===== src/sv/time_ordered_wait_queue_macros.svh =====
// ---------------------------------------------------------------------------
// time_ordered_wait_queue_macros
// Assertion macros used by the wait queue top module.
// ---------------------------------------------------------------------------
`ifndef TIME_ORDERED_WAIT_QUEUE_MACROS_SVH
`define TIME_ORDERED_WAIT_QUEUE_MACROS_SVH

// property checked outside of reset
`define TOWQ_ASSERT(lbl, prop) \
  lbl: assert property (@(posedge clk) disable iff (!rst_n) prop) \
    else $error("wait queue check failed");

// property checked on every edge, reset included
`define TOWQ_ASSERT_ANY(lbl, prop) \
  lbl: assert property (@(posedge clk) prop) \
    else $error("wait queue reset check failed");

`endif


===== src/sv/towq_pkg.sv =====
// ---------------------------------------------------------------------------
// towq_pkg
// Field widths, opcodes, status codes, divide-by-100 constants and cell control for the wait queue.
// ---------------------------------------------------------------------------
package towq_pkg;

  localparam int KEY_W  = 12;
  localparam int TAG_W  = 8;
  localparam int STAT_W = 2;
  localparam int HOUR_W = 5;
  localparam int MIN_W  = 7;
  localparam int OCC_W  = 4;

  // time / 100 as (time * 5243) >> 19, exact for any 12-bit time
  localparam int QUOT_W       = 6;
  localparam int DIV100_SHIFT = 19;
  localparam int MUL_W        = 25;
  localparam logic [MUL_W-1:0] DIV100_MUL = MUL_W'(5243);
  localparam logic [KEY_W-1:0] DEC_BASE   = KEY_W'(100);

  localparam logic OP_INSERT = 1'b0;
  localparam logic OP_REMOVE = 1'b1;

  localparam logic [STAT_W-1:0] ST_INSERTED = 2'd0;
  localparam logic [STAT_W-1:0] ST_FULL     = 2'd1;
  localparam logic [STAT_W-1:0] ST_REMOVED  = 2'd2;
  localparam logic [STAT_W-1:0] ST_EMPTY    = 2'd3;

  typedef struct packed {
    logic insert;
    logic remove;
  } cell_ctrl_t;

endpackage


===== src/sv/towq_if.sv =====
// ---------------------------------------------------------------------------
// towq_if
// Request and result channels of the wait queue, valid/ready handshake.
// ---------------------------------------------------------------------------
interface towq_in_if import towq_pkg::*; ();
  logic             valid;
  logic             ready;
  logic             op;
  logic [KEY_W-1:0] arrival_time;
  logic [TAG_W-1:0] customer_tag;

  modport source (output valid, op, arrival_time, customer_tag, input ready);
  modport sink   (input valid, op, arrival_time, customer_tag, output ready);
endinterface

interface towq_out_if import towq_pkg::*; ();
  logic              valid;
  logic              ready;
  logic [STAT_W-1:0] status;
  logic [TAG_W-1:0]  head_tag;
  logic [HOUR_W-1:0] head_hours;
  logic [MIN_W-1:0]  head_minutes;
  logic [OCC_W-1:0]  occupancy;

  modport source (output valid, status, head_tag, head_hours, head_minutes, occupancy,
                  input ready);
  modport sink   (input valid, status, head_tag, head_hours, head_minutes, occupancy,
                  output ready);
endinterface


===== src/sv/towq_cell.sv =====
// ---------------------------------------------------------------------------
// towq_cell
// One slot of the sorted chain: holds a key and tag, shifts toward the tail
// on an insert ahead of it and toward the head on a remove.
// ---------------------------------------------------------------------------
module towq_cell import towq_pkg::*; #(
  parameter int TAG_BITS = 8
) (
  input  logic                clk,
  input  cell_ctrl_t          ctrl,
  input  logic                occupied,
  input  logic [KEY_W-1:0]    new_key,
  input  logic [TAG_BITS-1:0] new_tag,
  input  logic                left_gt,
  input  logic [KEY_W-1:0]    left_key,
  input  logic [TAG_BITS-1:0] left_tag,
  input  logic [KEY_W-1:0]    right_key,
  input  logic [TAG_BITS-1:0] right_tag,
  output logic [KEY_W-1:0]    key,
  output logic [TAG_BITS-1:0] tag,
  output logic                gt
);

  logic [KEY_W-1:0]    key_r, key_nxt;
  logic [TAG_BITS-1:0] tag_r, tag_nxt;

  // stored entry sorts strictly after the new one
  assign gt = occupied && (key_r > new_key);

  always_comb begin
    key_nxt = key_r;
    tag_nxt = tag_r;
    if (ctrl.insert) begin
      if (left_gt) begin
        key_nxt = left_key;
        tag_nxt = left_tag;
      end else if (gt || !occupied) begin
        key_nxt = new_key;
        tag_nxt = new_tag;
      end
    end else if (ctrl.remove) begin
      key_nxt = right_key;
      tag_nxt = right_tag;
    end
  end

  always_ff @(posedge clk) begin
    key_r <= key_nxt;
    tag_r <= tag_nxt;
  end

  assign key = key_r;
  assign tag = tag_r;

endmodule


===== src/sv/time_ordered_wait_queue.sv =====
// ---------------------------------------------------------------------------
// time_ordered_wait_queue
// Bounded queue kept in ascending hhmm order by a chain of insert/shift
// cells; removes hand back the head split into hours and minutes.
// ---------------------------------------------------------------------------
//  channel   dir  handshake       payload
//  in_chan   in   valid / ready   op, arrival_time, customer_tag
//  out_chan  out  valid / ready   status, head_tag, head_hours, head_minutes, occupancy
//
//  one item per cycle while out_chan is not stalled: every cell picks its next value
//  from its neighbors and registers it when an insert or remove is carried out
//  results sit in an output register; input is taken while it is empty or drained
//  synchronous active-low reset clears the count and the output valid only
//  a stalled result holds the input off until out_chan.ready returns
// ---------------------------------------------------------------------------
module time_ordered_wait_queue import towq_pkg::*; #(
  parameter int QUEUE_DEPTH = 8,
  parameter int TAG_BITS    = 8
) (
  input  logic       clk,
  input  logic       rst_n,
  towq_in_if.sink    in_chan,
  towq_out_if.source out_chan
);

  localparam int CNT_W = $clog2(QUEUE_DEPTH + 1);

  logic [CNT_W-1:0]    count_r, count_nxt;
  logic                out_valid_r;
  logic [STAT_W-1:0]   status_r, status_nxt;
  logic [TAG_W-1:0]    tag_r, tag_nxt;
  logic [QUOT_W-1:0]   quot_r, quot_nxt;
  logic [KEY_W-1:0]    time_r, time_nxt;
  logic [OCC_W-1:0]    occ_r;

  logic                accept, full, empty, do_ins, do_rem;
  cell_ctrl_t          ctrl;
  logic [TAG_BITS-1:0] new_tag;
  logic [MUL_W-1:0]    prod;
  logic [KEY_W-1:0]    quot_x100;

  logic [KEY_W-1:0]    key_w [QUEUE_DEPTH];
  logic [TAG_BITS-1:0] tag_w [QUEUE_DEPTH];
  logic                gt_w  [QUEUE_DEPTH];

  assign in_chan.ready = !out_valid_r || out_chan.ready;
  assign accept        = in_chan.valid && in_chan.ready;
  assign full          = (count_r == CNT_W'(QUEUE_DEPTH));
  assign empty         = (count_r == '0);
  assign do_ins        = accept && (in_chan.op == OP_INSERT) && !full;
  assign do_rem        = accept && (in_chan.op == OP_REMOVE) && !empty;
  assign ctrl.insert   = do_ins;
  assign ctrl.remove   = do_rem;
  assign new_tag       = TAG_BITS'(in_chan.customer_tag);

  // cell chain
  for (genvar i = 0; i < QUEUE_DEPTH; i++) begin : g_cell
    logic                left_gt;
    logic [KEY_W-1:0]    left_key, right_key;
    logic [TAG_BITS-1:0] left_tag, right_tag;

    if (i == 0) begin : g_head
      assign left_gt  = 1'b0;
      assign left_key = in_chan.arrival_time;
      assign left_tag = new_tag;
    end else begin : g_mid
      assign left_gt  = gt_w[i-1];
      assign left_key = key_w[i-1];
      assign left_tag = tag_w[i-1];
    end

    if (i == QUEUE_DEPTH - 1) begin : g_tail
      assign right_key = key_w[i];
      assign right_tag = tag_w[i];
    end else begin : g_body
      assign right_key = key_w[i+1];
      assign right_tag = tag_w[i+1];
    end

    towq_cell #(.TAG_BITS(TAG_BITS)) u_cell (
      .clk       (clk),
      .ctrl      (ctrl),
      .occupied  (CNT_W'(i) < count_r),
      .new_key   (in_chan.arrival_time),
      .new_tag   (new_tag),
      .left_gt   (left_gt),
      .left_key  (left_key),
      .left_tag  (left_tag),
      .right_key (right_key),
      .right_tag (right_tag),
      .key       (key_w[i]),
      .tag       (tag_w[i]),
      .gt        (gt_w[i])
    );
  end

  // head time / 100 by reciprocal multiply
  assign prod = MUL_W'(key_w[0]) * DIV100_MUL;

  always_comb begin
    count_nxt  = count_r;
    status_nxt = ST_INSERTED;
    tag_nxt    = '0;
    quot_nxt   = '0;
    time_nxt   = '0;
    if (in_chan.op == OP_INSERT) begin
      if (full) begin
        status_nxt = ST_FULL;
      end else begin
        count_nxt = count_r + CNT_W'(1);
      end
    end else begin
      if (empty) begin
        status_nxt = ST_EMPTY;
      end else begin
        status_nxt = ST_REMOVED;
        count_nxt  = count_r - CNT_W'(1);
        tag_nxt    = TAG_W'(tag_w[0]);
        quot_nxt   = prod[DIV100_SHIFT +: QUOT_W];
        time_nxt   = key_w[0];
      end
    end
  end

  always_ff @(posedge clk) begin
    if (!rst_n) begin
      count_r     <= '0;
      out_valid_r <= 1'b0;
    end else begin
      if (accept) begin
        count_r     <= count_nxt;
        out_valid_r <= 1'b1;
      end else if (out_chan.ready) begin
        out_valid_r <= 1'b0;
      end
    end
  end

  always_ff @(posedge clk) begin
    if (accept) begin
      status_r <= status_nxt;
      tag_r    <= tag_nxt;
      quot_r   <= quot_nxt;
      time_r   <= time_nxt;
      occ_r    <= OCC_W'(count_nxt);
    end
  end

  // remainder from the registered quotient
  assign quot_x100 = KEY_W'(quot_r) * DEC_BASE;

  assign out_chan.valid        = out_valid_r;
  assign out_chan.status       = status_r;
  assign out_chan.head_tag     = tag_r;
  assign out_chan.head_hours   = quot_r[HOUR_W-1:0];
  assign out_chan.head_minutes = MIN_W'(time_r - quot_x100);
  assign out_chan.occupancy    = occ_r;

`include "time_ordered_wait_queue_macros.svh"

  `TOWQ_ASSERT(a_count_bound, count_r <= CNT_W'(QUEUE_DEPTH))
  `TOWQ_ASSERT(a_full_reject, (accept && in_chan.op == OP_INSERT && full) |=>
    (out_valid_r && status_r == ST_FULL && count_r == $past(count_r)))
  `TOWQ_ASSERT(a_remove_count, do_rem |=> (count_r == $past(count_r) - CNT_W'(1)))
  `TOWQ_ASSERT_ANY(a_reset_idle, !rst_n |=> (!out_valid_r && count_r == '0))

endmodule

===== src/flat_wrapper.sv =====
// flat-port wrapper written by rule: the top's interface ports become plain ports
module time_ordered_wait_queue_flat import towq_pkg::*;
#(
  parameter int QUEUE_DEPTH = 8,
  parameter int TAG_BITS    = 8
)
  (clk, rst_n, in_chan_valid, in_chan_op, in_chan_arrival_time, in_chan_customer_tag, in_chan_ready, out_chan_valid, out_chan_status, out_chan_head_tag, out_chan_head_hours, out_chan_head_minutes, out_chan_occupancy, out_chan_ready);
  towq_in_if in_chan_i ();
  towq_out_if out_chan_i ();
  input  logic clk;
  input  logic rst_n;
  input wire logic [$bits(in_chan_i.valid)-1:0] in_chan_valid;
  input wire logic [$bits(in_chan_i.op)-1:0] in_chan_op;
  input wire logic [$bits(in_chan_i.arrival_time)-1:0] in_chan_arrival_time;
  input wire logic [$bits(in_chan_i.customer_tag)-1:0] in_chan_customer_tag;
  output wire logic [$bits(in_chan_i.ready)-1:0] in_chan_ready;
  output wire logic [$bits(out_chan_i.valid)-1:0] out_chan_valid;
  output wire logic [$bits(out_chan_i.status)-1:0] out_chan_status;
  output wire logic [$bits(out_chan_i.head_tag)-1:0] out_chan_head_tag;
  output wire logic [$bits(out_chan_i.head_hours)-1:0] out_chan_head_hours;
  output wire logic [$bits(out_chan_i.head_minutes)-1:0] out_chan_head_minutes;
  output wire logic [$bits(out_chan_i.occupancy)-1:0] out_chan_occupancy;
  input wire logic [$bits(out_chan_i.ready)-1:0] out_chan_ready;
  assign in_chan_i.valid = in_chan_valid;
  assign in_chan_i.op = in_chan_op;
  assign in_chan_i.arrival_time = in_chan_arrival_time;
  assign in_chan_i.customer_tag = in_chan_customer_tag;
  assign in_chan_ready = in_chan_i.ready;
  assign out_chan_valid = out_chan_i.valid;
  assign out_chan_status = out_chan_i.status;
  assign out_chan_head_tag = out_chan_i.head_tag;
  assign out_chan_head_hours = out_chan_i.head_hours;
  assign out_chan_head_minutes = out_chan_i.head_minutes;
  assign out_chan_occupancy = out_chan_i.occupancy;
  assign out_chan_i.ready = out_chan_ready;
  time_ordered_wait_queue #(.QUEUE_DEPTH(QUEUE_DEPTH), .TAG_BITS(TAG_BITS)) u_core (.clk(clk), .rst_n(rst_n), .in_chan(in_chan_i), .out_chan(out_chan_i));
endmodule

===== config.mk =====
export PLATFORM = sky130hd
export DESIGN_NAME = time_ordered_wait_queue_flat
export DESIGN_NICKNAME = d
export VERILOG_FILES = /design/src/sv/towq_pkg.sv /design/src/sv/towq_if.sv /design/src/sv/towq_cell.sv /design/src/sv/time_ordered_wait_queue.sv /design/src/flat_wrapper.sv
export VERILOG_INCLUDE_DIRS = /design/src /design/src/sv
export SDC_FILE = /design/constraint.sdc
export NUM_CORES = 1
export LEC_CHECK = 0
export BUFFER_PORTS_ARGS = -buffer_cell sky130_fd_sc_hd__buf_2
export CELL_PAD_IN_SITES_DETAIL_PLACEMENT = 0
export CELL_PAD_IN_SITES_GLOBAL_PLACEMENT = 1
export CORE_MARGIN = 2
export CORE_UTILIZATION = 51
export CTS_CLUSTER_DIAMETER = 80
export DETAILED_ROUTE_END_ITERATION = 7
export GPL_TIMING_DRIVEN = 0
export PLACE_DENSITY_LB_ADDON = 0.3
export RECOVER_POWER = 25
export SLEW_MARGIN = 5
export SYNTH_ARGS = -nofsm -noshare
export SYNTH_HDL_FRONTEND = slang
export SYNTH_HIERARCHICAL = 1
export SYNTH_SLANG_ARGS = --single-unit

===== constraint.sdc =====
create_clock -name clk -period 5.2 [get_ports clk]
set_input_delay 0.52 -clock clk [delete_from_list [all_inputs] [get_ports clk]]
set_output_delay 0.52 -clock clk [all_outputs]
set_load 0.03 [all_outputs]

Word-level counts from Yosys, hierarchy flattened:

Cells that the tools add are included.

* register bits: 192
* latch bits: 0
* memory bits (writable): 0
* bits in read-only memories: 0
* bits of input ports: 25
* word-level logic and storage cells: 165
* memories: 0

* $add $sub $neg: 3
* $mul: 2
* div/mod/pow operators: 0
* order comparisons: 16
* equality and inequality tests: 8
* shift operators: 0
* muxes and demuxes: 66
* bitwise operators: 1
* reductions and logical operators: 46

Operators with widths (number)
* 2-to-1 mux 12 bit: 29
* 2-to-1 mux 8 bit: 29
* > comparator 12 bit: 8
* multiplier 12 x 13 -> 25 bit, second input constant: 1
* inequality test 3 bit, second input constant: 6
* < comparator 3 x 4 -> 1 bit, first input constant: 4
* AND reduction 2 bit: 8
* logical AND 1 bit: 13
* 2-to-1 mux 4 bit: 3
* logical NOT 1 bit: 11
* logical OR 1 bit: 9
* < comparator 1 x 4 -> 1 bit, first input constant: 2
* < comparator 2 x 4 -> 1 bit, first input constant: 2
* subtractor 7 bit: 1
* multiplier 6 x 5 -> 5 bit, second input constant: 1
* nonzero test 2 bit: 3
* adder 4 x 1 -> 4 bit, second input constant: 1
* equality test 4 bit, second input constant: 1
* logical NOT 4 bit: 1
* 2-to-1 mux 1 bit: 4
* subtractor 4 x 1 -> 4 bit, second input constant: 1
* 2-to-1 mux 2 bit: 1
* inequality test 2 bit, second input constant: 1
* OR reduction 2 bit: 1
* inverter 1 bit: 1

Longest topological paths before layout:

Gate-level depths: netlist of the first run.

* depth after elaboration: 7
* mapped depth: 18
* depth with buffers taken out: 18

By module:

The synthesis of the first run kept the hierarchy.

Modules (own cells, without submodules)
* towq_cell (u_core.g_cell[0].u_cell ...): times used 7, cells each 134, area an instance 1355.0 um2
* time_ordered_wait_queue: times used 1, cells each 448, area an instance 4334.2 um2
* towq_cell (u_core.g_cell[7].u_cell): times used 1, cells each 134, area an instance 1337.5 um2

Worst setup path after synthesis of the first run:

Ideal clock, no wire load.

* path type: flip-flop to flip-flop
* start point: register u_core.g_cell[0].u_cell.key_r[6]
* end point: register u_core.quot_r[2], data pin
* library setup time: 0.259 ns
* arrival time: 4.479 ns
* path slack: 0.462 ns
* stages on the path, launching flop included: 17
* clock period less this slack: 4.738 ns
* cell sequence: edfxtp_1 -> inv_1 -> fa_1 -> fa_1 -> fa_1 -> inv_1 -> fa_1 -> inv_1 -> fa_1 -> inv_1 -> ha_1 -> o211ai_1 -> o21ai_0 -> o2111ai_2 -> o211ai_1 -> a21oi_2 -> mux2i_1

* word-level cells in the longest chain between the ends: 1

RTL lines
* start: declaration: line towq_cell.sv:24 `logic [KEY_W-1:0] key_r, key_nxt;`
* start signal: assignment: line towq_cell.sv:48 `key_r <= key_nxt;`
* multiplier 12 x 13 -> 25 bit: line time_ordered_wait_queue.sv:98 `assign prod = MUL_W'(key_w[0]) * DIV100_MUL;`
* end signal: assignment: line time_ordered_wait_queue.sv:143 `quot_r <= quot_nxt;`
* end: declaration: line time_ordered_wait_queue.sv:32 `logic [QUOT_W-1:0] quot_r, quot_nxt;`

No other way between the ends.
A chain may end at the register's enable or synchronous reset.

Worst setup path in the final report of the first run:

* start point: register u_core.g_cell[0].u_cell.key_r[6]
* end point: register u_core.quot_r[1], data pin

The elaborated chain is that of the path after synthesis.

==> metrics.md, run 1 <==
| Metric | Value |
|---|---|
| Slew @ Worst Pin | `1.20 ns` |
| PwrDens | `414 nW/um2` |
| CTS Buffer Depth | `2` |
| Max FO, Critical Path | `4` |
| Initial drt markers | `491` |
| CTS tree | `done` |
| Die width | `176 um` |
| Average size of a mapped cell | `9.98 um2` |
| GRT Total Usage | `22.0%` |
| Clk_lat worst skew | `0.44 ns` |
| Vias | `10829` |
| Endpoint type of the worst setup path | `register` |
| Initial core utilization | `51.5%` |
| RSZ-0062 raised after global routing | `false` |
| Detailed Place HPWL | `27200 um` |
| Area of the die | `31100 um2` |
| Run status | `finished, final reports clean` |
| First-pass GRT wire length | `54300 um` |
| Die H | `176 um` |
| Finished Layout Cells | `2017` |
| Residual DRC | `0` |
| Setup_tns | `0 ns` |
| Placement Rows | `63` |
| Fmax | `0.202 GHz` |
| Hold/Removal Path Class | `input pin to register` |
| Nets | `1868` |
| Worst-path clk slew | `0.08 ns` |
| Slew Limit Fails | `0` |
| Core outline area | `29400 um2` |
| Root Driver | `clkbuf_16` |
| FILL cells | `2646` |
| Most frequent cells in the layout | `inv_1, a21oi_1, edfxtp_1` |
| Synth warn | `6` |
| Final Hold Vio Count | `0` |
| CTS buffer count | `17` |
| Grt total ovfl | `0` |
| Sink Count | `191` |
| Final hold slack | `0.337 ns` |
| Nature of the critical path startpoint | `register` |
| Final WL | `33100 um` |
| H-tree levels | `4` |
| Vias in the first global route | `10975` |
| Dpl cells | `1969` |
| Post-layout util | `56.8%` |
| WP data required | `5.38 ns` |
| CP peak stage delay | `0.59 ns` |
| Top cell by count, worst path | `fa_1` |
| Leakage | `0.00719 uW` |
| Placer Congestion | `0.833` |
| Ports | `53` |
| Final worst-path cycle share | `95.2%` |
| Final clock skew | `0.0164 ns` |
| Share of cells above drive strength 1 | `9.77%` |
| # diodes | `0` |
| Synth Cell Area | `15100 um2` |
| Worst path arrival time | `5.12 ns` |
| Antenna violations before repair | `0` |
| Maxcap violations | `0` |
| Slowest CP cell | `fa_1` |
| Hold-fix buffers at CTS | `0` |
| Category of the critical setup timing path | `register to register` |
| Slew HR | `19.5%` |
| Setup violations, final | `0` |
| VDD IR max | `0.246 mV` |
| Buffers on Ports | `52` |
| Post-DRT Antenna Nets | `0` |
| Via density | `5.37` |
| Wire per inst | `16.4 um` |
| Largest net degree at the start of global routing | `31` |
| Layout area overhead | `10.2%` |
| Worst-path cell chain | `inv_1 > fa_1 > fa_1 > fa_1 > inv_1 > fa_1 > inv_1 > fa_1 > inv_1 > ha_4 > o211ai_1 > o21ai_0 > o2111ai_2 > o211ai_1 > xnor2_1 > nor2_1` |
| Post-Synthesis Cells | `1517` |
| Post-layout min period | `4.95 ns` |
| DR pass1 iterations | `5` |
[metal layers]
layer  global-route usage, %  vias up  routed length [um]
met5                       0        -                   0
met4                    5.10        0                 507
met3                    2.20       31                 832
met2                    41.1      179               17100
met1                    27.2     5087               14700
li1                        -     5532                   -
[power breakdown]
part           switching [uW]  internal [uW]  leakage [uW]  total [uW]
registers                 135           1930       0.00179        2070
clock network             631            637      0.000266        1270
logic                    2100           1480       0.00514        3580
total                    2860           4050       0.00719        6910
[critical path: cells and delay by family, from the launching register on]
family | cells | cell delay [ns]
AOI/OAI and AO/OA | 4 | 0.83
xor gates and xnor gates | 1 | 0.19
and+or+nand+nor | 1 | 0.07
DFF | 1 | 0.41
adders and majority gates | 6 | 2.89
buffers and inverters | 4 | 0.29
[stage by stage]
stage	total power [uW]	setup slack, ns	cell area [um2]
global route	7520	0.0199	16700
global placement	5460	-0.0908	15900
detailed placement	5550	-0.106	16000
CTS	6830	0.0135	16600
finish	6910	0.252	16700
floorplan	4730	0.462	15200
[final timing paths]
| check | startpoint | end | slack (ns) | cells after the start |
|---|---|---|---|---|
| worst min register to register | u_core/out_chan.valid | u_core/out_chan.valid | 0.57 | 2 |
| worst min-delay path | in_chan_valid | u_core/out_chan.valid | 0.34 | 3 |
| worst max-delay path | u_core/g_cell[0].u_cell/key[6] | u_core/quot_r[1] | 0.25 | 16 |
| worst max register to register | u_core/g_cell[0].u_cell/key[6] | u_core/quot_r[1] | 0.25 | 16 |
[timing repair]
action                                 in CTS  in global routing
endpoints found under the hold margin       0                  0
pin swaps                                   0                  6
gates resized for setup                     1                  7
setup buffers                               3                 13
setup endpoints to repair                   3                  4
[sequential cells by signal, summed over array words and instances (netlist names)]
name	cells
u_core/time_r	7
u_core/out_chan.occupancy	4
u_core/out_chan.head_tag	8
u_core/g_cell.u_cell/key	96
u_core/quot_r	5
u_core/count_r	4
u_core/out_chan.status	2
u_core/g_cell.u_cell/tag	64
u_core/out_chan.valid	1
[final cells by class]
| type | instances | area (um2) | area share [%] |
|---|---|---|---|
| clock buffers | 19 | 433 | 2.59 |
| flip-flops and latches | 191 | 5690 | 34.1 |
| multi-input cells | 1044 | 8360 | 50.1 |
| well taps | 390 | 488 | 2.92 |
| plain buffers | 64 | 328 | 1.96 |
| repair buffers | 76 | 434 | 2.60 |
| clock inverters | 13 | 130 | 0.780 |
| inverters | 220 | 828 | 4.96 |
(Power assumes the default switching activity.)
==> inputs of run 2 (changes only) <==
==> constraint.sdc (replaced) <==
create_clock -name clk -period 5.5 [get_ports clk]
set_input_delay 0.55 -clock clk [delete_from_list [all_inputs] [get_ports clk]]
set_output_delay 0.55 -clock clk [all_outputs]
set_load 0.03 [all_outputs]
==> metrics.md, run 2 (same netlist as run 1, synthesis figures left out) <==
| Metric | Value |
|---|---|
| Run status | `finished, final reports clean` |
| Setup Slack @ Placement | `0.194 ns` |
| Hold Path Origin | `in_chan_valid` |
| R2R depth | `16` |
| Setup ws final | `0.252 ns` |
| Placement Rows | `63` |
| Ports | `53` |
| Hold-fix buffers at CTS | `0` |
| Met2 wire len | `17000 um` |
| CTS tree | `done` |
| CP peak stage delay | `0.55 ns` |
| Largest net degree at the start of global routing | `31` |
| WHS Endpoint | `u_core/out_chan.valid` |
| Maxcap violations | `0` |
| Leakage | `0.00712 uW` |
| Vias in the first global route | `10958` |
| PostCTS Resize Cnt | `0` |
| H-tree levels | `4` |
| # diodes | `0` |
| Slew Limit Fails | `0` |
| Via density | `5.34` |
| Buffers on Ports | `52` |
| Layout area overhead | `9.16%` |
| WP data required | `5.78 ns` |
| Sink Count | `191` |
| Max reg flops | `96` |
| Fmax | `0.191 GHz` |
| GRT Total Usage | `21.9%` |
| Endpoint type of the worst setup path | `register` |
| Slowest CP cell | `edfxtp_1` |
| Post-DRT Antenna Nets | `0` |
| Routed length on met3 | `693 um` |
| Die H | `176 um` |
| Final clock skew | `0.0155 ns` |
| Post-layout min period | `5.25 ns` |
| Initial drt markers | `490` |
| Wire per inst | `16.5 um` |
| RR Endpoint | `u_core/quot_r[2]` |
| VDD IR max | `0.229 mV` |
| Post-CTS Setup Bufs | `0` |
| Slew HR | `19.2%` |
| Worst-path cell chain | `inv_1 > fa_1 > fa_1 > inv_1 > ha_1 > fa_1 > inv_1 > fa_1 > inv_1 > ha_1 > a2111oi_4 > o211ai_1 > o2111ai_2 > o211ai_1 > a21oi_2 > mux2i_1` |
| Wl on met1 | `14800 um` |
| Final WL | `32900 um` |
| Residual DRC | `0` |
| RSZ-0062 raised after global routing | `false` |
| DR pass1 iterations | `5` |
| Core outline area | `29400 um2` |
| Vias | `10692` |
| Category of the critical setup timing path | `register to register` |
| R2R Path Start | `u_core/g_cell[0].u_cell/key[4]` |
| Final hold slack | `0.365 ns` |
| First-pass GRT wire length | `54100 um` |
| Detailed Place HPWL | `27200 um` |
| CTS Buffer Depth | `2` |
| Top sig layer | `met4` |
| Seq. cell area | `5690 um2` |
| Area of the die | `31100 um2` |
| Setup_tns | `0 ns` |
| Hold path cells | `3` |
| Top delay family on crit path | `adder cells` |
| CTS buffer count | `17` |
| Most common cell after layout, fill and taps aside | `inv_1` |
| Grt total ovfl | `0` |
| Antenna violations before repair | `0` |
| Slew @ Worst Pin | `1.20 ns` |
| Root Driver | `clkbuf_16` |
| WP buf/inv | `4` |
| PwrDens | `387 nW/um2` |
| Nets | `1852` |
| Reg2Reg Setup Slack | `0.25 ns` |
| Final Hold Vio Count | `0` |
| Initial core utilization | `51.5%` |
| Most frequent cells in the layout | `inv_1, a21oi_1, edfxtp_1` |
| Final worst-path cycle share | `95.4%` |
| Nature of the critical path startpoint | `register` |
| Worst path arrival time | `5.53 ns` |
| Clk_lat worst skew | `0.43 ns` |
| Placer Congestion | `0.833` |
| Setup violations, final | `0` |
| Max FO, Critical Path | `7` |
| Hold/Removal Path Class | `input pin to register` |
| Share of cells above drive strength 1 | `8.50%` |
| FILL cells | `2659` |
| Worst-path clk slew | `0.08 ns` |
| Multi-input gate area | `8330 um2` |
| Die width | `176 um` |
## run 2: changes by cell type in the layout (fill, tap and decap cells not counted), sizes merged
cell | before | now
buf | 82 | 66
## run 2: per-layer routing
layer	up-vias	global-route usage (%)
met4	0	4.89
met3	26	2.17
met2	146	41.0
li1	5502	-
met1	5018	27.1
met5	-	0
## run 2: power by group
part	total (uW)	internal, uW	switching (uW)
clock network	1200	602	599
registers	1960	1830	133
logic	3240	1300	1940
## run 2: how the worst max path moves through the flow
stage | from | end | slack (ns) | cells past startpoint
after floorplan | u_core/g_cell[0].u_cell/key[6] | u_core/quot_r[2] | 0.76 | 16
after global placement | u_core/g_cell[0].u_cell/key[3] | u_core/quot_r[2] | 0.21 | 16
after detailed placement | u_core/g_cell[0].u_cell/key[3] | u_core/quot_r[2] | 0.19 | 16
after CTS | u_core/g_cell[0].u_cell/key[3] | u_core/quot_r[2] | 0.20 | 16
after global routing | u_core/g_cell[0].u_cell/key[3] | u_core/quot_r[2] | 0.01 | 16
final | u_core/g_cell[0].u_cell/key[4] | u_core/quot_r[2] | 0.25 | 16
## run 2: worst reg2reg max path: cells and delay by family (launching register included)
kind                     cells  cell delay (ns)
adder cells (fa/ha/maj)      6             2.79
AO/OA/AOI/OAI                5             1.22
flip-flops                   1             0.55
buffers and inverters        4             0.31
multiplexers                 1             0.23
## run 2: cell type report
class	count	share of cell area, %
Buffer	64	1.98
Clock buffer	19	2.62
Clock inverter	13	0.787
Inverter	220	5.00
Multi-Input combinational cell	1044	50.4
Sequential cell	191	34.4
Tap cell	390	2.95
Timing Repair Buffer	60	1.90
## run 2: per-stage QoR
step                util (%)  area [um2]  total power (uW)  std cells
finish                  56.2       16500              6400       2001
global route            56.2       16500              6950       2001
CTS                     56.4       16600              6450       2001
detailed placement      54.5       16000              5240       1969
global placement        54.1       15900              5160       1961
floorplan                  -       15200              4470       1519
